<file path="config.mk">
export PLATFORM = sky130hd
export DESIGN_NAME = cmh_front
export DESIGN_NICKNAME = d
export VERILOG_FILES = /design/src/sv/cmh_pkg.sv /design/src/sv/cmh_front.sv
export SDC_FILE = /design/constraint.sdc
export NUM_CORES = 2
export LEC_CHECK = 0
export BUFFER_PORTS_ARGS = -buffer_cell sky130_fd_sc_hd__buf_2
export CORE_ASPECT_RATIO = 0.7
export CORE_MARGIN = 4
export CORE_UTILIZATION = 30
export CTS_CLUSTER_SIZE = 16
export DETAILED_ROUTE_END_ITERATION = 10
export HOLD_SLACK_MARGIN = 0.05
export PLACE_DENSITY = 0.45
export SKIP_CTS_REPAIR_TIMING = 1
export SLEW_MARGIN = 20
export SYNTH_ARGS = -nofsm -noshare
export SYNTH_HDL_FRONTEND = slang
export SYNTH_SLANG_ARGS = --single-unit
export TNS_END_PERCENT = 1
</file>
<file path="constraint.sdc">
create_clock -name clk -period 9.3 [get_ports clk]
set_input_delay 1.86 -clock clk [delete_from_list [all_inputs] [get_ports clk]]
set_output_delay 1.86 -clock clk [all_outputs]
set_load 0.1 [all_outputs]
</file>
<file path="src/sv/cmh_pkg.sv">
// Shared types, constants and the arctangent table for the compass heading block.
// No dependencies; every other file references this package by scoped names.
`default_nettype none
package cmh_pkg;

  // input transaction: raw magnetometer bytes plus second status byte
  typedef struct packed {
    logic [7:0] x_low_byte;
    logic [7:0] x_high_byte;
    logic [7:0] y_low_byte;
    logic [7:0] y_high_byte;
    logic [7:0] status_two;
  } cmh_in_t;

  // output transaction
  typedef struct packed {
    logic signed [8:0] heading_degrees;
    logic [1:0]        result_status;
  } cmh_out_t;

  typedef enum logic [1:0] {
    STATUS_OK       = 2'd0,
    STATUS_OVERFLOW = 2'd1,
    STATUS_SPAN     = 2'd2
  } status_t;

  typedef enum logic [1:0] {
    REG_X_MAX = 2'd0,
    REG_X_MIN = 2'd1,
    REG_Y_MAX = 2'd2,
    REG_Y_MIN = 2'd3
  } reg_idx_t;

  typedef struct packed {
    logic signed [15:0] x_max;
    logic signed [15:0] x_min;
    logic signed [15:0] y_max;
    logic signed [15:0] y_min;
  } cfg_t;

  localparam int CORDIC_STEPS = 20;
  localparam int NORM_STEPS   = 6;    // shifts of 32,16,8,4,2,1
  localparam int AB_W         = 44;   // vector components during rotation
  localparam int Z_W          = 34;   // angle accumulator, binary angle units
  localparam int M_W          = 41;   // normalized magnitude: [2^40, 2^41) or zero
  localparam int STEP_W       = 5;
  localparam int NSTEP_W      = 3;
  localparam int DEG_SHIFT    = 52;
  localparam int MULT_W       = 29;
  localparam int P_W          = Z_W - 1 + MULT_W;
  localparam int D_W          = P_W - DEG_SHIFT;

  localparam logic [MULT_W-1:0]    DEG_MULT     = 29'd377486477;
  localparam logic signed [Z_W-1:0] QUARTER_TURN = 34'sd1073741824;
  localparam logic [D_W-1:0]       HEADING_MAX  = 10'd180;

  // atan(2^-k) in binary angle units, 2^32 per turn
  localparam logic [31:0] ATAN_BAM [32] = '{
    32'h20000000, 32'h12E4051E, 32'h09FB385B, 32'h051111D4, 32'h028B0D43, 32'h0145D7E1,
    32'h00A2F61E, 32'h00517C55, 32'h0028BE53, 32'h00145F2F, 32'h000A2F98, 32'h000517CC,
    32'h00028BE6, 32'h000145F3, 32'h0000A2FA, 32'h0000517D, 32'h000028BE, 32'h0000145F,
    32'h00000A30, 32'h00000518, 32'h0000028C, 32'h00000146, 32'h000000A3, 32'h00000051,
    32'h00000029, 32'h00000014, 32'h0000000A, 32'h00000005, 32'h00000003, 32'h00000001,
    32'h00000001, 32'h00000000
  };

  // data handed from cell to cell
  typedef struct packed {
    logic signed [AB_W-1:0] a;
    logic signed [AB_W-1:0] b;
    logic signed [Z_W-1:0]  z;
    logic [1:0]             status;
    logic                   zero;
  } cell_t;

  typedef struct packed {
    cell_t          core;
    logic [M_W-1:0] m;
  } norm_t;

  function automatic logic [31:0] atan_bam(input logic [STEP_W-1:0] k);
    return ATAN_BAM[k];
  endfunction

endpackage
`default_nettype wire

</file>
<file path="src/sv/cmh_front.sv">
// Front end: byte assembly and hard-iron correction, cross products, quadrant fold.
// Three registered stages with per-stage valid/ready. Uses cmh_pkg.
`default_nettype none
module cmh_front (
  input  wire logic              clk,
  input  wire logic              rst,
  input  wire cmh_pkg::cfg_t     cfg,
  input  wire logic              up_valid,
  output logic                   up_ready,
  input  wire cmh_pkg::cmh_in_t  up_data,
  output logic                   dn_valid,
  input  wire logic              dn_ready,
  output cmh_pkg::norm_t         dn_data
);

  // stage 0 registers
  logic              v0;
  logic signed [17:0] dx, dy;
  logic signed [16:0] sx, sy;
  logic [1:0]        st0;
  // stage 1 registers
  logic              v1;
  logic signed [34:0] num, den;
  logic [1:0]        st1;
  // stage 2 register
  logic              v2;

  logic rdy0, rdy1, rdy2;

  assign rdy2     = !v2 || dn_ready;
  assign rdy1     = !v1 || rdy2;
  assign rdy0     = !v0 || rdy1;
  assign up_ready = rdy0;
  assign dn_valid = v2;

  // stage 0 logic
  logic signed [15:0] xr, yr;
  logic signed [16:0] xsum, ysum, xoff, yoff;
  logic signed [16:0] sx_c, sy_c;
  logic [1:0]         st0_c;

  always_comb begin
    xr   = {up_data.x_high_byte, up_data.x_low_byte};
    yr   = {up_data.y_high_byte, up_data.y_low_byte};
    xsum = {cfg.x_max[15], cfg.x_max} + {cfg.x_min[15], cfg.x_min};
    ysum = {cfg.y_max[15], cfg.y_max} + {cfg.y_min[15], cfg.y_min};
    // divide by two truncating toward zero
    xoff = (xsum + $signed({16'd0, xsum[16]})) >>> 1;
    yoff = (ysum + $signed({16'd0, ysum[16]})) >>> 1;
    sx_c = {cfg.x_max[15], cfg.x_max} - {cfg.x_min[15], cfg.x_min};
    sy_c = {cfg.y_max[15], cfg.y_max} - {cfg.y_min[15], cfg.y_min};
    if (up_data.status_two[3]) begin
      st0_c = cmh_pkg::STATUS_OVERFLOW;
    end else if (sx_c[16] || sx_c == '0 || sy_c[16] || sy_c == '0) begin
      st0_c = cmh_pkg::STATUS_SPAN;
    end else begin
      st0_c = cmh_pkg::STATUS_OK;
    end
  end

  // stage 2 logic: fold left half-plane onto the right one
  logic signed [34:0]          ra, rb;
  logic [34:0]                 rb_mag, m_c;
  logic signed [cmh_pkg::Z_W-1:0] z_c;

  always_comb begin
    if (den[34]) begin
      if (!num[34]) begin
        ra  = num;
        rb  = -den;
        z_c = cmh_pkg::QUARTER_TURN;
      end else begin
        ra  = -num;
        rb  = den;
        z_c = -cmh_pkg::QUARTER_TURN;
      end
    end else begin
      ra  = den;
      rb  = num;
      z_c = '0;
    end
    rb_mag = rb[34] ? 35'(-rb) : 35'(rb);
    m_c    = (35'(ra) > rb_mag) ? 35'(ra) : rb_mag;
  end

  always_ff @(posedge clk) begin
    if (rst) begin
      v0 <= 1'b0;
      v1 <= 1'b0;
      v2 <= 1'b0;
    end else begin
      if (rdy0) v0 <= up_valid;
      if (rdy1) v1 <= v0;
      if (rdy2) v2 <= v1;
    end
  end

  always_ff @(posedge clk) begin
    if (rdy0 && up_valid) begin
      dx  <= {{2{xr[15]}}, xr} - {xoff[16], xoff};
      dy  <= {{2{yr[15]}}, yr} - {yoff[16], yoff};
      sx  <= sx_c;
      sy  <= sy_c;
      st0 <= st0_c;
    end
    if (rdy1 && v0) begin
      num <= 35'(dx) * 35'(sy);
      den <= 35'(dy) * 35'(sx);
      st1 <= st0;
    end
    if (rdy2 && v1) begin
      dn_data.core.a      <= cmh_pkg::AB_W'(ra);
      dn_data.core.b      <= cmh_pkg::AB_W'(rb);
      dn_data.core.z      <= z_c;
      dn_data.core.status <= st1;
      dn_data.core.zero   <= (num == '0) && (den == '0);
      dn_data.m           <= cmh_pkg::M_W'(m_c);
    end
  end

endmodule
`default_nettype wire

</file>
**Word-level counts from Yosys, hierarchy flattened**

Index checks and enable logic that the tools add are counted.

- Add/subtract/negate cells: 11
- Multiply operators: 2
- Div/mod/pow operators: 0
- Magnitude comparators: 1
- Eq/ne operators: 0
- Shift-type cells: 0
- Multiplexer cells: 8
- Bitwise gates (word level): 0
- Reduce and logical (&&, ||, !) cells: 17

Operators by type and width:

| cell | count |
|---|---|
| 35-bit two-way mux | 6 |
| 35-bit negation | 3 |
| 35-bit logical NOT | 2 |
| 17-bit by 17-bit multiplier with 34-bit output | 2 |
| 16-bit by 16-bit subtractor with 17-bit output | 4 |
| 35-bit > comparator | 1 |
| 16-bit by 16-bit adder with 17-bit output | 2 |
| 17-bit by 2-bit adder with 17-bit output | 2 |
| 17-bit logical NOT | 2 |
| 34-bit two-way mux | 1 |
| 1-bit logical OR | 6 |
| 1-bit logical AND | 4 |
| 1-bit logical NOT | 3 |
| 2-bit two-way mux | 1 |

- Bits in registers: 287
- Latch bits: 0
- RAM bits: 0
- Memory bits (read-only): 0
- Input port bits: 108
- Logic and storage cells: 56
- Memories kept: 0

**Depth between registers and ports, before layout**

- Depth in word-level cells: 7
- Mapped depth: 28
- Gate-level depth less buffers: 24

**Worst setup path after synthesis**

OpenSTA, ideal clock, no wires.

- Kind: in2reg
- Start point: input dn_ready
- End point: register den[0], enable pin
- Arrival: 7.049 ns
- Setup slack: 1.646 ns
- Stages: 2
- Cell sequence: nor2b_1 -> a21boi_0

- Cells in the longest elaborated chain, start to end: 3

RTL lines:

| item | RTL line | text |
|---|---|---|
| start: declaration | cmh_front.sv:12 | `input wire logic dn_ready,` |
| 1-bit logical OR | cmh_front.sv:30 | `assign rdy2 = !v2 \|\| dn_ready;` |
| 1-bit logical OR | cmh_front.sv:31 | `assign rdy1 = !v1 \|\| rdy2;` |
| 1-bit logical AND | cmh_front.sv:106 | `if (rdy1 && v0) begin` |
| end signal: assignment | cmh_front.sv:108 | `den <= 35'(dy) * 35'(sx);` |
| end: declaration | cmh_front.sv:23 | `logic signed [34:0] num, den;` |

No other way between the ends.
A chain may end at the register's enable or synchronous reset.

**Worst setup path after layout**

- Start point: register sy[2]
- End point: register num[33] (data pin)

- Cells in the longest elaborated chain, start to end: 1

RTL lines:

| item | RTL line | text |
|---|---|---|
| start: declaration | cmh_front.sv:19 | `logic signed [16:0] sx, sy;` |
| start signal: assignment | cmh_front.sv:103 | `sy <= sy_c;` |
| 17-bit by 17-bit multiplier with 34-bit output | cmh_front.sv:107 | `num <= 35'(dx) * 35'(sy);` |
| end signal: assignment | cmh_front.sv:107 |  |
| end: declaration | cmh_front.sv:23 |  |

No other way between the ends.

==> impl_metrics.csv <==
group,metric,value,unit
cells_and_area,final_common_cell,"inv_1",
drt,drt-pass1-iter-count,5,
sta,report.final.slew_viol_count,0,
drt,drt_iter0_drc,1840,
sta,setup_violations,0,
synthesis,syn_area_per_cell,9.45,um^2
global_routing,grt_start_max_net_pins,100,
global_routing,track_usage,0.165,
global_routing,grt_util_met3,0.0230,
global_routing,top_usage_layer,"met1",
cells_and_area,fin_nets,5345,
clocking,clk_pin_slew,0.07,ns
sta,hold_viol_final,0,
sta,fmax,131,MHz
clocking,cts.sinks,253,
synthesis,yosysSeqAreaShare,0.191,
clocking,cts_tree,"done",
clocking,clkLatencyLatePin,0.61,ns
sta,finalCritPeriodShare,0.820,
outcome,status,"finished, final reports clean",
floorplan,dieHeight,312,um
worst_setup_path,arrival,7.99,ns
global_routing,grt_pass1_vias,29400,
cells_and_area,drive_above_1_share,0.0836,
floorplan,fp.dieW,443,um
synthesis,syn-cell-area,0.0397,mm^2
placed_design,gp_congestion,0.843,
sta,period_needed,7.63,ns
placed_design,place_ws,1.41,ns
sta,rsz0062_at_grt,"no",
drt,vias,28800,
cells_and_area,synthToLayoutAreaGrowth,9.29,%
floorplan,core,0.131,mm^2
clocking,htreeDepth,1,
worst_setup_path,crit_fanout,17,
clocking,numCtsBuffers,28,
synthesis,postSynthCellCount,4202,
sta,fin_worst_skew,0.0200,ns
sta,setup_slack,1.67,ns
synthesis,synthFlopType,"edfxtp_1",
synthesis,async_flop_share,0,
placed_design,dp_hpwl,94.7,mm
drt,vias_per_cell,4.71,
drt,wl,113,mm
flow_run,maxCapViolations,0,
sta,tns,0,ns
worst_setup_path,end_kind,"flip-flop",
drt,avgRoutedWirePerCell,18.5,um
synthesis,synth_warnings,0,
sta,relSlewSlack,0.287,
floorplan,io_pins,276,
global_routing,grtUsageMet1,0.260,
floorplan,rows,111,
global_routing,grt.overflow.total,0,
drt,drc,0,
worst_setup_path,cp-start-kind,"flip-flop",
synthesis,synth_cell_types,95,
floorplan,start_util,0.303,
hold_path,hp-class,"flip-flop to flip-flop",
clocking,cts.path.max_buffers,3,
worst_setup_path,crit_required,9.66,ns
placed_design,port_buffers,232,
cells_and_area,layout_common_cells,"inv_1 (765), fa_1 (598), nand2_1 (360), ha_1 (306), and2_1 (297)",
global_routing,gr-usage-met2,0.243,
synthesis,ys_ff_latch,253,
synthesis,synth_edf_count,250,
clocking,cts.root.buffer_cell,"clkbuf_16",
floorplan,die_area,0.138,mm^2
drt,ant_nets,0,
global_routing,antenna_found_initial,14,
sta,worstMarginPinSlew,1.07,ns
global_routing,grt_pass1_wl,179,mm
worst_setup_path,critical_path_class,"flip-flop to flip-flop",
[synth_stat cells, drive strengths merged, types with 58 or more instances]
cell | n | area [um^2]
xnor2 | 141 | 1230
xor2 | 87 | 762
o21ai | 101 | 505
fa | 598 | 12000
buf | 78 | 529
a21oi | 181 | 910
nand2 | 360 | 1350
nand3 | 58 | 300
nor3 | 81 | 410
and2 | 297 | 1860
edfxtp | 250 | 7510
inv | 766 | 2880
clkbuf | 122 | 458
nor2 | 211 | 792
ha | 306 | 3830
[flip-flops by register name (all words and copies together), names as in the netlist]
| signal | flops |
|---|---|
| dn_data | 110 |
| den | 34 |
| num | 34 |
| dx | 17 |
| dy | 17 |
| sx | 17 |
| sy | 17 |
| st0 | 2 |
| st1 | 2 |
| dn_valid | 1 |
| v0 | 1 |
| v1 | 1 |
[metrics by stage]
step	hold WS [ns]	instances	util	area, um^2
final	0.417	6108	0.331	43400
after global routing	0.420	6104	0.331	43400
after CTS	0.419	6104	0.331	43400
after detailed placement	0.405	6054	0.324	42500
after global placement	0.406	6054	0.324	42500
after floorplan	0.400	4240	-	39800
[worst max-delay path, cell delays in order, from the launching register on]
cell	delay [ns]
edfxtp_1	0.92
nand2_1	0.18
fa_1	0.54
fa_1	0.53
fa_1	0.52
inv_1	0.06
fa_1	0.50
fa_1	0.54
inv_1	0.05
fa_1	0.55
inv_1	0.05
ha_1	0.44
and4_1	0.31
o211ai_1	0.10
o21ba_2	0.28
nor4_1	0.08
o311ai_0	0.54
a21boi_0	0.31
o31ai_1	0.37
a21oi_1	0.13
xnor2_1	0.35
[metal layers]
metal,vias up,part of all wire,wire length (um)
met2,644,0.41,46500
met1,14300,0.52,59300
met3,71,0.053,6030
met4,6,0.012,1310
met5,-,0.00031,35
li1,13800,-,-
[layout make-up]
type	instances	area [um^2]
fill	13800	87700
clock buffer	31	712
antenna	4	10.0
inverter	767	2880
multi-input combinational	3020	28400
timing repair buffer	263	1390
sequential	253	7570
clock inverter	19	183
tap	1751	2190
[kinds of logic after synthesis]
group                      count (synthesis)  share of synthesized area
buffers and inverters                    967                     0.0975
and+or+nand+nor                         1253                      0.163
DFF                                      253                      0.191
adders and majority gates                904                      0.398
AOI/OAI and AO/OA                        584                     0.0976
xor gates and xnor gates                 228                     0.0503
other                                      2                   0.000189
muxes                                     11                    0.00290
[final timing paths]
path,to,cells after the start,slack (ns),startpoint
worst max-delay path,num[33],20,1.67,sy[2]
worst min-delay path,st1[0],0,0.42,st0[0]
worst max register to register,num[33],20,1.67,sy[2]
worst min register to register,st1[0],0,0.42,st0[0]
Power is not shown: default switching activity piles up to over one toggle a cycle in this logic, so the estimate is an artifact.
