**src/sv/cmh_pkg.sv**
```systemverilog
// Shared types, constants and the arctangent table for the compass heading block.
// No dependencies; every other file references this package by scoped names.
`default_nettype none
package cmh_pkg;

  // input transaction: raw magnetometer bytes plus second status byte
  typedef struct packed {
    logic [7:0] x_low_byte;
    logic [7:0] x_high_byte;
    logic [7:0] y_low_byte;
    logic [7:0] y_high_byte;
    logic [7:0] status_two;
  } cmh_in_t;

  // output transaction
  typedef struct packed {
    logic signed [8:0] heading_degrees;
    logic [1:0]        result_status;
  } cmh_out_t;

  typedef enum logic [1:0] {
    STATUS_OK       = 2'd0,
    STATUS_OVERFLOW = 2'd1,
    STATUS_SPAN     = 2'd2
  } status_t;

  typedef enum logic [1:0] {
    REG_X_MAX = 2'd0,
    REG_X_MIN = 2'd1,
    REG_Y_MAX = 2'd2,
    REG_Y_MIN = 2'd3
  } reg_idx_t;

  typedef struct packed {
    logic signed [15:0] x_max;
    logic signed [15:0] x_min;
    logic signed [15:0] y_max;
    logic signed [15:0] y_min;
  } cfg_t;

  localparam int CORDIC_STEPS = 20;
  localparam int NORM_STEPS   = 6;    // shifts of 32,16,8,4,2,1
  localparam int AB_W         = 44;   // vector components during rotation
  localparam int Z_W          = 34;   // angle accumulator, binary angle units
  localparam int M_W          = 41;   // normalized magnitude: [2^40, 2^41) or zero
  localparam int STEP_W       = 5;
  localparam int NSTEP_W      = 3;
  localparam int DEG_SHIFT    = 52;
  localparam int MULT_W       = 29;
  localparam int P_W          = Z_W - 1 + MULT_W;
  localparam int D_W          = P_W - DEG_SHIFT;

  localparam logic [MULT_W-1:0]    DEG_MULT     = 29'd377486477;
  localparam logic signed [Z_W-1:0] QUARTER_TURN = 34'sd1073741824;
  localparam logic [D_W-1:0]       HEADING_MAX  = 10'd180;

  // atan(2^-k) in binary angle units, 2^32 per turn
  localparam logic [31:0] ATAN_BAM [32] = '{
    32'h20000000, 32'h12E4051E, 32'h09FB385B, 32'h051111D4, 32'h028B0D43, 32'h0145D7E1,
    32'h00A2F61E, 32'h00517C55, 32'h0028BE53, 32'h00145F2F, 32'h000A2F98, 32'h000517CC,
    32'h00028BE6, 32'h000145F3, 32'h0000A2FA, 32'h0000517D, 32'h000028BE, 32'h0000145F,
    32'h00000A30, 32'h00000518, 32'h0000028C, 32'h00000146, 32'h000000A3, 32'h00000051,
    32'h00000029, 32'h00000014, 32'h0000000A, 32'h00000005, 32'h00000003, 32'h00000001,
    32'h00000001, 32'h00000000
  };

  // data handed from cell to cell
  typedef struct packed {
    logic signed [AB_W-1:0] a;
    logic signed [AB_W-1:0] b;
    logic signed [Z_W-1:0]  z;
    logic [1:0]             status;
    logic                   zero;
  } cell_t;

  typedef struct packed {
    cell_t          core;
    logic [M_W-1:0] m;
  } norm_t;

  function automatic logic [31:0] atan_bam(input logic [STEP_W-1:0] k);
    return ATAN_BAM[k];
  endfunction

endpackage
`default_nettype wire

```
**src/sv/cmh_back.sv**
```systemverilog
// Back end: angle to whole degrees (one multiply stage, one clamp/sign stage).
// The second stage is the output register. Uses cmh_pkg.
`default_nettype none
module cmh_back (
  input  wire logic             clk,
  input  wire logic             rst,
  input  wire logic             up_valid,
  output logic                  up_ready,
  input  wire cmh_pkg::cell_t   up_data,
  output logic                  dn_valid,
  input  wire logic             dn_ready,
  output cmh_pkg::cmh_out_t     dn_data
);

  logic                  va, vb;
  logic                  rdya, rdyb;
  logic [cmh_pkg::P_W-1:0] prod;
  logic                  neg, zero;
  logic [1:0]            st;

  logic [cmh_pkg::Z_W-2:0] mag;
  logic [cmh_pkg::D_W-1:0] d, dc;
  logic signed [8:0]       hdg;

  assign rdyb     = !vb || dn_ready;
  assign rdya     = !va || rdyb;
  assign up_ready = rdya;
  assign dn_valid = vb;

  always_comb begin
    mag = up_data.z[cmh_pkg::Z_W-1] ? (cmh_pkg::Z_W-1)'(-up_data.z)
                                    : (cmh_pkg::Z_W-1)'(up_data.z);
    d   = prod[cmh_pkg::P_W-1 -: cmh_pkg::D_W];
    dc  = (d > cmh_pkg::HEADING_MAX) ? cmh_pkg::HEADING_MAX : d;
    if (st != cmh_pkg::STATUS_OK || zero) begin
      hdg = '0;
    end else if (neg) begin
      hdg = -9'(dc);
    end else begin
      hdg = 9'(dc);
    end
  end

  always_ff @(posedge clk) begin
    if (rst) begin
      va <= 1'b0;
      vb <= 1'b0;
    end else begin
      if (rdya) va <= up_valid;
      if (rdyb) vb <= va;
    end
  end

  always_ff @(posedge clk) begin
    if (rdya && up_valid) begin
      prod <= cmh_pkg::P_W'(mag) * cmh_pkg::P_W'(cmh_pkg::DEG_MULT);
      neg  <= up_data.z[cmh_pkg::Z_W-1];
      zero <= up_data.zero;
      st   <= up_data.status;
    end
    if (rdyb && va) begin
      dn_data.heading_degrees <= hdg;
      dn_data.result_status   <= st;
    end
  end

endmodule
`default_nettype wire

```
**config.mk**
```make
export PLATFORM = sky130hd
export DESIGN_NAME = cmh_back
export DESIGN_NICKNAME = d
export VERILOG_FILES = /design/src/sv/cmh_pkg.sv /design/src/sv/cmh_back.sv
export SDC_FILE = /design/constraint.sdc
export NUM_CORES = 1
export LEC_CHECK = 0
export ABC_CLOCK_PERIOD_IN_PS = 12200
export BUFFER_PORTS_ARGS = -buffer_cell sky130_fd_sc_hd__buf_2
export CAP_MARGIN = 20
export CORE_UTILIZATION = 60
export DETAILED_ROUTE_END_ITERATION = 16
export PLACE_DENSITY = 0.8
export RECOVER_POWER = 25
export SLEW_MARGIN = 0
export SYNTH_ARGS = -nofsm -noshare
export SYNTH_HDL_FRONTEND = slang
export SYNTH_SLANG_ARGS = --single-unit
```
**constraint.sdc**
```tcl
create_clock -name clk -period 12.2 [get_ports clk]
set_input_delay 1.22 -clock clk [delete_from_list [all_inputs] [get_ports clk]]
set_output_delay 1.22 -clock clk [all_outputs]
set_load 0.05 [all_outputs]
```
### Word level (Yosys, flattened, before mapping)

Index checks and enable logic that the tools add are counted.

| word-level totals | value |
|---|---|
| bits in registers | 79 |
| bits of input ports | 129 |
| word-level logic and storage cells | 23 |
| output and inout port bits | 13 |

| cells by class | value |
|---|---|
| muxes and demuxes | 3 |
| reductions and logical operators | 8 |
| multipliers | 1 |
| add/subtract/negate cells | 2 |
| order comparisons | 1 |

Operators by type and width:

| operator | count |
|---|---|
| multiplier 33 x 29 -> 62 bit, second input constant | 1 |
| 2-to-1 mux 33 bit | 1 |
| negator 33 bit | 1 |
| 2-to-1 mux 9 bit | 2 |
| > comparator 10 x 8 -> 1 bit, second input constant | 1 |
| negator 9 bit | 1 |
| logical OR 1 bit | 3 |
| logical AND 1 bit | 2 |
| zero test 1 bit | 2 |
| nonzero test 2 bit | 1 |

### Depth between registers and ports, before layout

Gate-level depths: netlist (run 1).

| depth | value |
|---|---|
| word-level depth | 4 |
| mapped depth | 32 |
| depth with buffers taken out | 32 |

### Worst setup path after synthesis (run 1)

No wires, ideal clock.

| timing path | value |
|---|---|
| path kind | input-to-reg |
| start point | input up_data[8] in the netlist's numbering |
| end point | register prod[57] in the netlist's numbering, data pin |
| required time | 11.938 ns |
| setup slack | 2.664 ns |
| buffers on the path | 0 |
| data arrival time | 9.274 ns |
| stages | 28 |
| setup time | 0.262 ns |
| path through | or4_4 or4_4 inv_1 a21oi_1 a21oi_1 o21ai_0 xor2_1 inv_1 fa_1 fa_1 fa_1 inv_1 fa_1 inv_1 fa_1 inv_1 fa_1 fa_1 ha_1 ha_1 a21oi_1 o21ai_0 a2111oi_0 o21ai_0 a21oi_1 o21ai_0 a211oi_1 xnor2_1 |

| between the ends | value |
|---|---|
| word-level cells in the longest chain between the ends | 3 |

RTL lines:

| what | RTL line | RTL |
|---|---|---|
| start: declaration | cmh_back.sv:9 | `input wire cmh_pkg::cell_t up_data,` |
| negator 33 bit | cmh_back.sv:31 | `mag = up_data.z[cmh_pkg::Z_W-1] ? (cmh_pkg::Z_W-1)'(-up_data.z)` |
| 2-to-1 mux 33 bit (*) | cmh_back.sv:31 |  |
| multiplier 33 x 29 -> 62 bit (*) | cmh_back.sv:56 | `prod <= cmh_pkg::P_W'(mag) * cmh_pkg::P_W'(cmh_pkg::DEG_MULT);` |
| end signal: assignment | cmh_back.sv:56 |  |
| end: declaration | cmh_back.sv:17 | `logic [cmh_pkg::P_W-1:0] prod;` |

Every way passes the cells marked *; elsewhere a longest branch is shown, timed or not.
A chain may end at the register's enable or synchronous reset.

### Final worst setup path (run 1)

| timing path | value |
|---|---|
| start point | input up_data[36] in the netlist's numbering |
| end point | register prod[57] in the netlist's numbering, data pin |

| between the ends | value |
|---|---|
| word-level cells in the longest chain between the ends | 2 |

RTL lines:

| what | RTL line |
|---|---|
| 2-to-1 mux 33 bit | cmh_back.sv:31 |
| multiplier 33 x 29 -> 62 bit | cmh_back.sv:56 |

Every way passes these cells.

==> results.tsv, run 1 <==
stage	metric	value	unit
worst_setup_path	end_kind	flop	
sta	fmax	89.8	MHz
synth	synthFlopType	edfxtp_1	
worst_setup_path	path_class	in2reg	
sta	report.final.slew_viol_count	28	
cts	htreeDepth	1	
worst_setup_path	path_buf_inv	6	
die	io_pins	142	
placed_design	dp_hpwl	44800	um
synth	synth_edf_count	25	
run_status	violations	capacitance limit, slew limit	
cells_and_area	drive_gt1_share	4.55	%
worst_setup_path	worstPathRequired	12.20	ns
route	drc_errors	0	
synth	syn_avg_cell_area	9.83	um^2
synth	yosysWarnings	0	
cts	cts_resized	0	
synth	syn_inst	2017	
cts	cts_hold_buf	0	
route	vias	13895	
route	drt_iter0_drc	915	
route	routed_via_density	5.49	
sta	final.setup_skew	0.00194	ns
worst_setup_path	arrival	11.14	ns
cts	postCtsSetupRepairBufs	0	
cells_and_area	fin_area	20900	um^2
die	die_y	184	um
cells_and_area	nets	3038	
synth	yosys.cell_types.count	59	
sta	tightest_slew	1.56	ns
worst_setup_path	cp_common_cell	fa_1	
global_route	grt_pass1_vias	15159	
synth	seq_area_frac_synth	3.99	%
placed_design	numPortBuffers	53	
global_route	grt_usage	31.3	%
cts	clockBufferDepth	2	
cells_and_area	area_delta_synth_final	5.22	%
worst_setup_path	cp_top_family	adder cells	
die	initial_core_util	61.0	%
die	die_area	33800	um^2
die	rows	66	
run_status	status	finished, violations left	
cts	cts_root_buf	clkbuf_16	
cts	cts_tree	yes	
route	routed_wl	49400	um
sta	tns	0	ns
sta	rsz0062_at_grt	false	
sta	period_minus_slack	11.14	ns
cells_and_area	utilization	64.1	%
placed_design	placed_area	20800	um^2
die	core	32500	um^2
cts	clkLatencyLatePin	0.26	ns
global_route	grt_max_degree	28	
route	antenna_left	0	
synth	syn_nets	2966	
global_route	antenna_found_initial	0	
route	first_pass_iters	5	
synth	syn_area	19800	um^2
worst_setup_path	crit_path_top_delay_cell	clkbuf_1	
die	die_x	184	um
cts	path_clk_slew	0.06	ns
worst_setup_path	critical_path.max_fanout	27	
worst_setup_path	cp_slowest_stage_delay	1.09	ns
hold_path	hp-class	reg2reg	
sta	final_hold_viol_count	0	
synth	synth-async-reset-ratio	0	%
global_route	overflow	0	
flow_run	maxCapViolCount	1	
placed_design	place.gp.congestion	0.996	
cts	clock_sinks	27	
sta	post-route-period-util	91.3	%
global_route	grt_pass1_wl	79300	um
sta	maxSlewHeadroom	-4.12	%
cts	cts-buffers-inserted	3	
sta	setup_viol	0	
synth	ys_ff_latch	27	
worst_setup_path	worst_setup_path_start_kind	input pin	
route	routedWlPerCell	19.5	um
cells_and_area	antenna_cells	0	
[cells in the final DEF, fill, tap and decap left out, drive strengths merged, types with 5 or more instances in the layout]
| cell | netlist | final |
|---|---|---|
| inv | 681 | 681 |
| fa | 428 | 428 |
| ha | 392 | 392 |
| a21oi | 70 | 70 |
| buf | 2 | 67 |
| nand2 | 58 | 58 |
| o21ai | 54 | 54 |
| nor2 | 50 | 50 |
| xnor2 | 40 | 40 |
| xor2 | 28 | 28 |
| edfxtp | 25 | 25 |
| a21o | 16 | 16 |
| nand4 | 16 | 16 |
| nor3 | 14 | 14 |
| nand3 | 13 | 13 |
| clkbuf | 6 | 11 |
| a31oi | 10 | 10 |
| nand2b | 9 | 9 |
| o31ai | 9 | 9 |
| nor4 | 8 | 8 |
| a211oi | 8 | 8 |
| or2 | 8 | 8 |
| or4 | 7 | 7 |
| and3 | 6 | 6 |
| o211ai | 6 | 6 |
| nor2b | 5 | 5 |
| o21a | 5 | 5 |
[stage by stage]
step / std cells / setup WS (ns) / hold slack [ns]
2_1_floorplan: 2017 / 2.66 / 0.419
3_3_place_gp: 2525 / 1.42 / 0.431
3_5_place_dp: 2526 / 1.29 / 0.427
4_1_cts: 2530 / 1.50 / 0.442
5_1_grt: 2530 / 0.590 / 0.447
6_report: 2530 / 1.06 / 0.443
[synthesized netlist by cell type, types with 3 or more instances]
master	instances	area share, %
or4_1	4	0.15
nand4_1	16	0.50
xnor2_1	40	1.8
nand2_1	58	1.1
nor2_1	49	0.93
nand2b_1	9	0.28
o41ai_1	3	0.13
or3_1	4	0.13
nand4b_1	3	0.13
and3_1	6	0.19
a21o_1	16	0.61
o21a_1	5	0.19
inv_2	3	0.057
xor2_4	3	0.42
a211oi_1	8	0.30
o21ai_0	53	1.3
or4_4	3	0.17
edfxtp_1	25	3.8
a31oi_1	10	0.32
a21oi_1	70	1.8
nand3_1	13	0.33
inv_1	678	13
xor2_1	24	1.1
a21boi_0	3	0.11
and2_1	4	0.13
nor3_1	14	0.35
o31ai_1	7	0.26
clkbuf_1	6	0.11
nor4_1	8	0.25
fa_1	428	43
or2_2	5	0.16
ha_1	392	25
o211ai_1	6	0.23
nor2b_1	5	0.16
and4_1	3	0.13
or2_1	3	0.095
[worst paths after layout]
| path | start | end | slack [ns] | depth (start not counted) |
|---|---|---|---|---|
| min | st[0] | dn_data[0] | 0.44 | 0 |
| max reg2reg | prod[59] | dn_data[6] | 9.91 | 8 |
| max | up_data[36] | prod[57] | 1.06 | 27 |
| min reg2reg | st[0] | dn_data[0] | 0.44 | 0 |
[flip-flops by register name, summed over array words and instances (netlist names)]
| name | count |
|---|---|
| st | 2 |
| dn_valid | 1 |
| neg | 1 |
| prod | 10 |
| dn_data | 11 |
| zero | 1 |
| va | 1 |
[cell type report]
cell class	instances	area (um^2)
timing repair buffer	75	424
clock inverter	1	5.00
tap	442	553
inverter	682	2560
fill	2626	11700
clock buffer	3	75.1
multi-input combinational	1300	16500
sequential	27	791
[kinds of logic after synthesis]
| group | synth area share (%) |
|---|---|
| compound gates | 6.36 |
| xor+xnor | 3.32 |
| fa+ha+maj | 67.9 |
| buf+inv | 13.1 |
| flops | 3.99 |
| simple gates | 5.36 |
[worst reg2reg max path, stage by stage (launching register included)]
cell and delay [ns]:
edfxtp_1 0.45, a211oi_1 0.58, o21a_1 0.25, nand2_1 0.10
ha_1 0.21, nand2_1 0.09, o21ai_0 0.09, a21oi_1 0.19
nor2_1 0.07
[routing by layer]
| metal | vias up | wire length, um | GRT usage [%] |
|---|---|---|---|
| met5 | - | 0 | 0 |
| met4 | 0 | 3340 | 16.9 |
| met3 | 164 | 3120 | 4.58 |
| met2 | 452 | 23600 | 52.0 |
| met1 | 6948 | 19400 | 39.5 |
| li1 | 6331 | - | - |
Power of run 1 is not shown: default switching activity piles up to over one toggle a cycle in this logic, so the estimate is an artifact.
==> run 2, diff against run 1 <==
Settings changed: ABC_CLOCK_PERIOD_IN_PS 12200 to not set, CORE_MARGIN set to 2.
==> run 2 against run 1 <==
Net effect: the flow still finishes with violations (capacitance limit, slew limit); die area up 2.2%; critical path depth unchanged; clock skew about the same; sequential share of layout area about the same; first-iteration DRC count down 7.1%; fmax up 0.84%; register-to-register slack better by 0.03 ns; global-route usage down 1.2 points; wire length down 1.3%; utilization about the same; setup slack better by 0.093 ns.
==> results.tsv, run 2 (same netlist as run 1, synthesis figures left out) <==
stage	metric	value	unit
cts	cts_hold_buf	0	
sta	rsz0062_at_grt	false	
die	die_area	34500	um^2
cts	clockBufferDepth	2	
run_status	violations	capacitance limit, slew limit	
worst_setup_path	worstPathRequired	12.20	ns
worst_setup_path	r2r_cells	8	
cts	htreeDepth	1	
cells_and_area	reg_top3	dn_data: 11 flops, prod: 10 flops, st: 2 flops	
flow_run	maxCapViolCount	1	
die	die_x	186	um
cts	clkLatencyLatePin	0.26	ns
die	rows	66	
sta	setup_viol	0	
route	vias	13885	
worst_setup_path	worst_r2r_endpoint	dn_data[8]	
sta	post-route-period-util	90.5	%
cells_and_area	regMostFlops	dn_data	
cells_and_area	drive_gt1_share	4.50	%
cts	clock_sinks	27	
hold_path	hold_depth	0	
run_status	status	finished, violations left	
route	first_pass_iters	7	
sta	report.final.slew_viol_count	28	
worst_setup_path	reg2reg_slack	9.94	ns
cts	cts_resized	0	
cells_and_area	nets	3037	
cts	cts_root_buf	clkbuf_16	
worst_setup_path	end_kind	flop	
die	io_pins	142	
placed_design	numPortBuffers	53	
placed_design	dp_hpwl	44400	um
sta	tightest_slew	1.72	ns
global_route	antenna_found_initial	0	
global_route	overflow	0	
cells_and_area	area_delta_synth_final	5.16	%
cells_and_area	largest_reg_flops	11	
cells_and_area	final_common_cell	inv_1	
sta	final_hold_viol_count	0	
worst_setup_path	arrival	11.05	ns
route	routedWlPerCell	19.3	um
hold_path	hp-start	st[1]	
global_route	grt_pass1_wl	77700	um
cts	cts_tree	yes	
cts	postCtsSetupRepairBufs	0	
sta	maxSlewHeadroom	-14.4	%
worst_setup_path	r2r-start	prod[59]	
global_route	grt_usage	30.1	%
route	drt_iter0_drc	850	
sta	fmax	90.5	MHz
route	antenna_left	0	
worst_setup_path	path_class	in2reg	
worst_setup_path	worst_setup_path_start_kind	input pin	
sta	period_minus_slack	11.05	ns
global_route	grt_max_degree	28	
cells_and_area	antenna_cells	0	
worst_setup_path	critical_path.max_fanout	27	
route	routed_wl	48800	um
cts	cts-buffers-inserted	3	
placed_design	place.gp.congestion	1.03	
die	die_y	186	um
global_route	grt_pass1_vias	14924	
hold_path	min_to	dn_data[1]	
cells_and_area	mostFrequentLayoutCells	678 x inv_1, 428 x fa_1, 392 x ha_1	
route	routed_via_density	5.49	
sta	tns	0	ns
hold_path	hp-class	reg2reg	
cts	path_clk_slew	0.06	ns
die	initial_core_util	61.0	%
sta	final.setup_skew	0.00163	ns
route	drc_errors	0	
die	core	32500	um^2
run 2: cell types whose count changed in the layout (fill, tap and decap cells not counted), sizes merged:
cell    previous run  this run
clkinv             2         1
run 2: worst max path at each step:
stage                start        to  slack, ns  cells after the start
3_5_place_dp    up_data[6]  prod[57]       1.63                     28
3_3_place_gp    up_data[6]  prod[57]       1.67                     29
5_1_grt        up_data[36]  prod[57]       0.87                     27
6_report       up_data[36]  prod[57]       1.15                     27
4_1_cts         up_data[6]  prod[57]       1.88                     28
2_1_floorplan   up_data[8]  prod[57]       2.66                     28
run 2: worst max-delay path: stages:
cell	delay, ns
clkbuf_1	1.20
o21ai_0	0.33
xor2_1	0.61
clkinv_1	0.49
xnor2_1	0.31
ha_1	0.26
or2_2	0.32
inv_1	0.19
fa_1	0.49
fa_1	0.55
inv_1	0.08
fa_1	0.52
inv_1	0.05
fa_1	0.47
inv_1	0.07
fa_1	0.52
fa_1	0.53
fa_1	0.44
ha_1	0.35
a21oi_1	0.22
nor2b_1	0.07
o21a_1	0.17
or4b_2	0.61
a211oi_1	0.27
o21ai_0	0.25
a211oi_1	0.31
xnor2_1	0.12
run 2: metal layers:
metal	share of wire, %	up-vias	GRT usage (%)
li1	-	6337	-
met1	40	6984	38.0
met2	49	431	51.5
met3	6.2	133	4.52
met4	5.7	0	13.1
met5	0	-	0
run 2: area by class of cell:
class / instances / area [um^2]
Fill cell: 2660 / 11700
Inverter: 682 / 2560
Tap cell: 442 / 553
Timing Repair Buffer: 74 / 414
Multi-Input combinational cell: 1300 / 16500
Clock buffer: 4 / 78.8
Sequential cell: 27 / 791
run 2: stage by stage:
stage          cell area [um^2]  hold slack, ns  worst slack [ns]  utilization [%]  std cells
3_5_place_dp              20800           0.441              1.63             63.9       2525
3_3_place_gp              20800           0.433              1.67             63.9       2525
5_1_grt                   20900           0.465             0.873             64.1       2529
4_1_cts                   20900           0.456              1.88             64.1       2529
2_1_floorplan             19800           0.419              2.66                -       2017
6_report                  20900           0.454              1.15             64.1       2529
Power of run 2 is left out for the same reason.
==> run 3, diff against run 2 <==
Settings changed: CORE_UTILIZATION 60 to 65, PLACE_DENSITY 0.8 to 0.86.
==> run 3 against run 2 <==
Net effect: the run still ends with capacitance limit, slew limit left; register-to-register slack lost 0.14 ns; flip-flop and latch count is the same; critical endpoint unchanged; global-route usage grew 3.8 points; clock skew grew 0.0018 ns; count of clock-buffer cells in the layout shrank 1; sequential share of layout area is essentially flat; die area shrank 7.5%; via count grew 2.0%; largest cell class unchanged; cell count shrank 1.9%; wire length grew 3.4%; first-iteration DRC count grew 13%.
==> results.tsv, run 3 (same netlist as run 1, synthesis figures left out) <==
stage	metric	value	unit
worst_setup_path	crit_path_top_delay_cell	clkbuf_1	
sta	period_minus_slack	10.82	ns
die	io_pins	142	
global_route	overflow	0	
cells_and_area	fillerInstances	2152	
cts	cts_root_buf	clkbuf_16	
cts	cts-buffers-inserted	3	
cells_and_area	regMostFlops	dn_data	
sta	fmax	92.4	MHz
worst_setup_path	critical_path.max_fanout	27	
sta	post-route-period-util	88.7	%
cells_and_area	final_common_cell	inv_1	
cells_and_area	largest_reg_flops	11	
hold_path	hp-start	st[1]	
sta	rsz0062_at_grt	false	
sta	tns	0	ns
worst_setup_path	arrival	10.83	ns
flow_run	maxCapViolCount	1	
route	drt_iter0_drc	963	
die	die_area	31900	um^2
route	first_pass_iters	5	
global_route	busiest_layer	met2	
placed_design	dp_hpwl	45700	um
sta	tightest_slew	1.61	ns
cts	htreeDepth	1	
placed_design	place.gp.congestion	0.997	
cts	cts_hold_buf	0	
sta	setup_viol	0	
worst_setup_path	worst_r2r_endpoint	dn_data[8]	
global_route	antenna_found_initial	0	
hold_path	hp-class	reg2reg	
route	antenna_left	0	
cells_and_area	nets	3040	
cells_and_area	mostFrequentLayoutCells	678 x inv_1, 428 x fa_1, 392 x ha_1	
cells_and_area	area_delta_synth_final	4.96	%
worst_setup_path	path_class	in2reg	
worst_setup_path	cp_common_cell	fa_1	
worst_setup_path	r2r_cells	8	
worst_setup_path	cp_slowest_stage_delay	1.13	ns
worst_setup_path	r2r-start	prod[59]	
route	drc_errors	0	
worst_setup_path	worstPathRequired	12.21	ns
sta	final.setup_skew	0.00344	ns
sta	report.final.slew_viol_count	28	
die	die_x	179	um
global_route	gr-usage-met3	4.69	%
global_route	met2_usage	57.2	%
sta	maxSlewHeadroom	-7.12	%
cells_and_area	reg_top3	dn_data: 11 flops, prod: 10 flops, st: 2 flops	
die	die_y	179	um
route	routedWlPerCell	20.3	um
global_route	grt_pass1_wl	81700	um
global_route	met1_usage	41.9	%
route	vias	14161	
route	routed_via_density	5.71	
worst_setup_path	end_kind	flop	
placed_design	numPortBuffers	53	
cells_and_area	drive_gt1_share	4.64	%
cts	postCtsSetupRepairBufs	0	
worst_setup_path	reg2reg_slack	9.80	ns
global_route	grt_usage	33.9	%
cts	path_clk_slew	0.07	ns
worst_setup_path	path_buf_inv	6	
cts	clkLatencyLatePin	0.26	ns
cts	cts_resized	0	
global_route	grt_max_degree	28	
worst_setup_path	cp_top_family	adder cells	
die	initial_core_util	66.4	%
hold_path	hold_depth	0	
cts	clockBufferDepth	2	
hold_path	min_to	dn_data[1]	
cts	clock_sinks	27	
sta	final_hold_viol_count	0	
global_route	grt_pass1_vias	15641	
run_status	status	finished, violations left	
worst_setup_path	worst_setup_path_start_kind	input pin	
die	core	29900	um^2
route	routed_wl	50400	um
die	rows	63	
cells_and_area	antenna_cells	0	
run_status	violations	capacitance limit, slew limit	
cts	cts_tree	yes	
==> run 3: changes by cell type in the layout (fill, tap and decap cells not counted) <==
cell	before	now
buf_4	21	24
buf_2	46	45
clkinvlp_4	0	1
==> run 3: metrics by stage <==
stage | area [um^2] | hold WS, ns | utilization, % | worst slack (ns) | std cells
finish | 20800 | 0.459 | 69.7 | 1.38 | 2480
global placement | 20700 | 0.430 | 69.4 | 1.74 | 2476
global route | 20800 | 0.474 | 69.7 | 0.957 | 2480
CTS | 20800 | 0.454 | 69.7 | 1.83 | 2480
floorplan | 19800 | 0.419 | - | 2.66 | 2017
detailed placement | 20700 | 0.437 | 69.4 | 1.57 | 2476
==> run 3: worst max-delay path by stage <==
| stage | slack [ns] | endpoint | depth (start not counted) | start |
|---|---|---|---|---|
| after floorplan | 2.66 | prod[57] | 28 | up_data[8] |
| after global placement | 1.74 | prod[57] | 28 | up_data[6] |
| after detailed placement | 1.57 | prod[57] | 32 | up_data[3] |
| after CTS | 1.83 | prod[57] | 32 | up_data[3] |
| after global routing | 0.96 | prod[57] | 27 | up_data[36] |
| final | 1.38 | prod[57] | 27 | up_data[36] |
==> run 3: area by class of cell <==
cell class              instances  area, um^2  area share, %
flip-flops and latches         27         791           3.80
repair buffers                 77         435           2.09
well taps                     390         488           2.34
multi-input cells            1300       16500           79.1
inverters                     682        2560           12.3
clock buffers                   3        75.1          0.361
clock inverters                 1        7.51         0.0361
==> run 3: metal layers <==
metal | vias to the layer above | wire length (um)
li1 | 6343 | -
met1 | 7012 | 18600
met2 | 600 | 24700
met3 | 206 | 3420
met4 | 0 | 3690
met5 | - | 0
==> run 3: worst register-to-register path: cells and delay by family, from the launching register on <==
family / cells / cell delay [ns]
DFF: 1 / 0.46
AOI/OAI and AO/OA: 3 / 1.02
and+or+nand+nor: 3 / 0.27
adders and majority gates: 1 / 0.22
xor gates and xnor gates: 1 / 0.18
Power of run 3 is left out for the same reason.
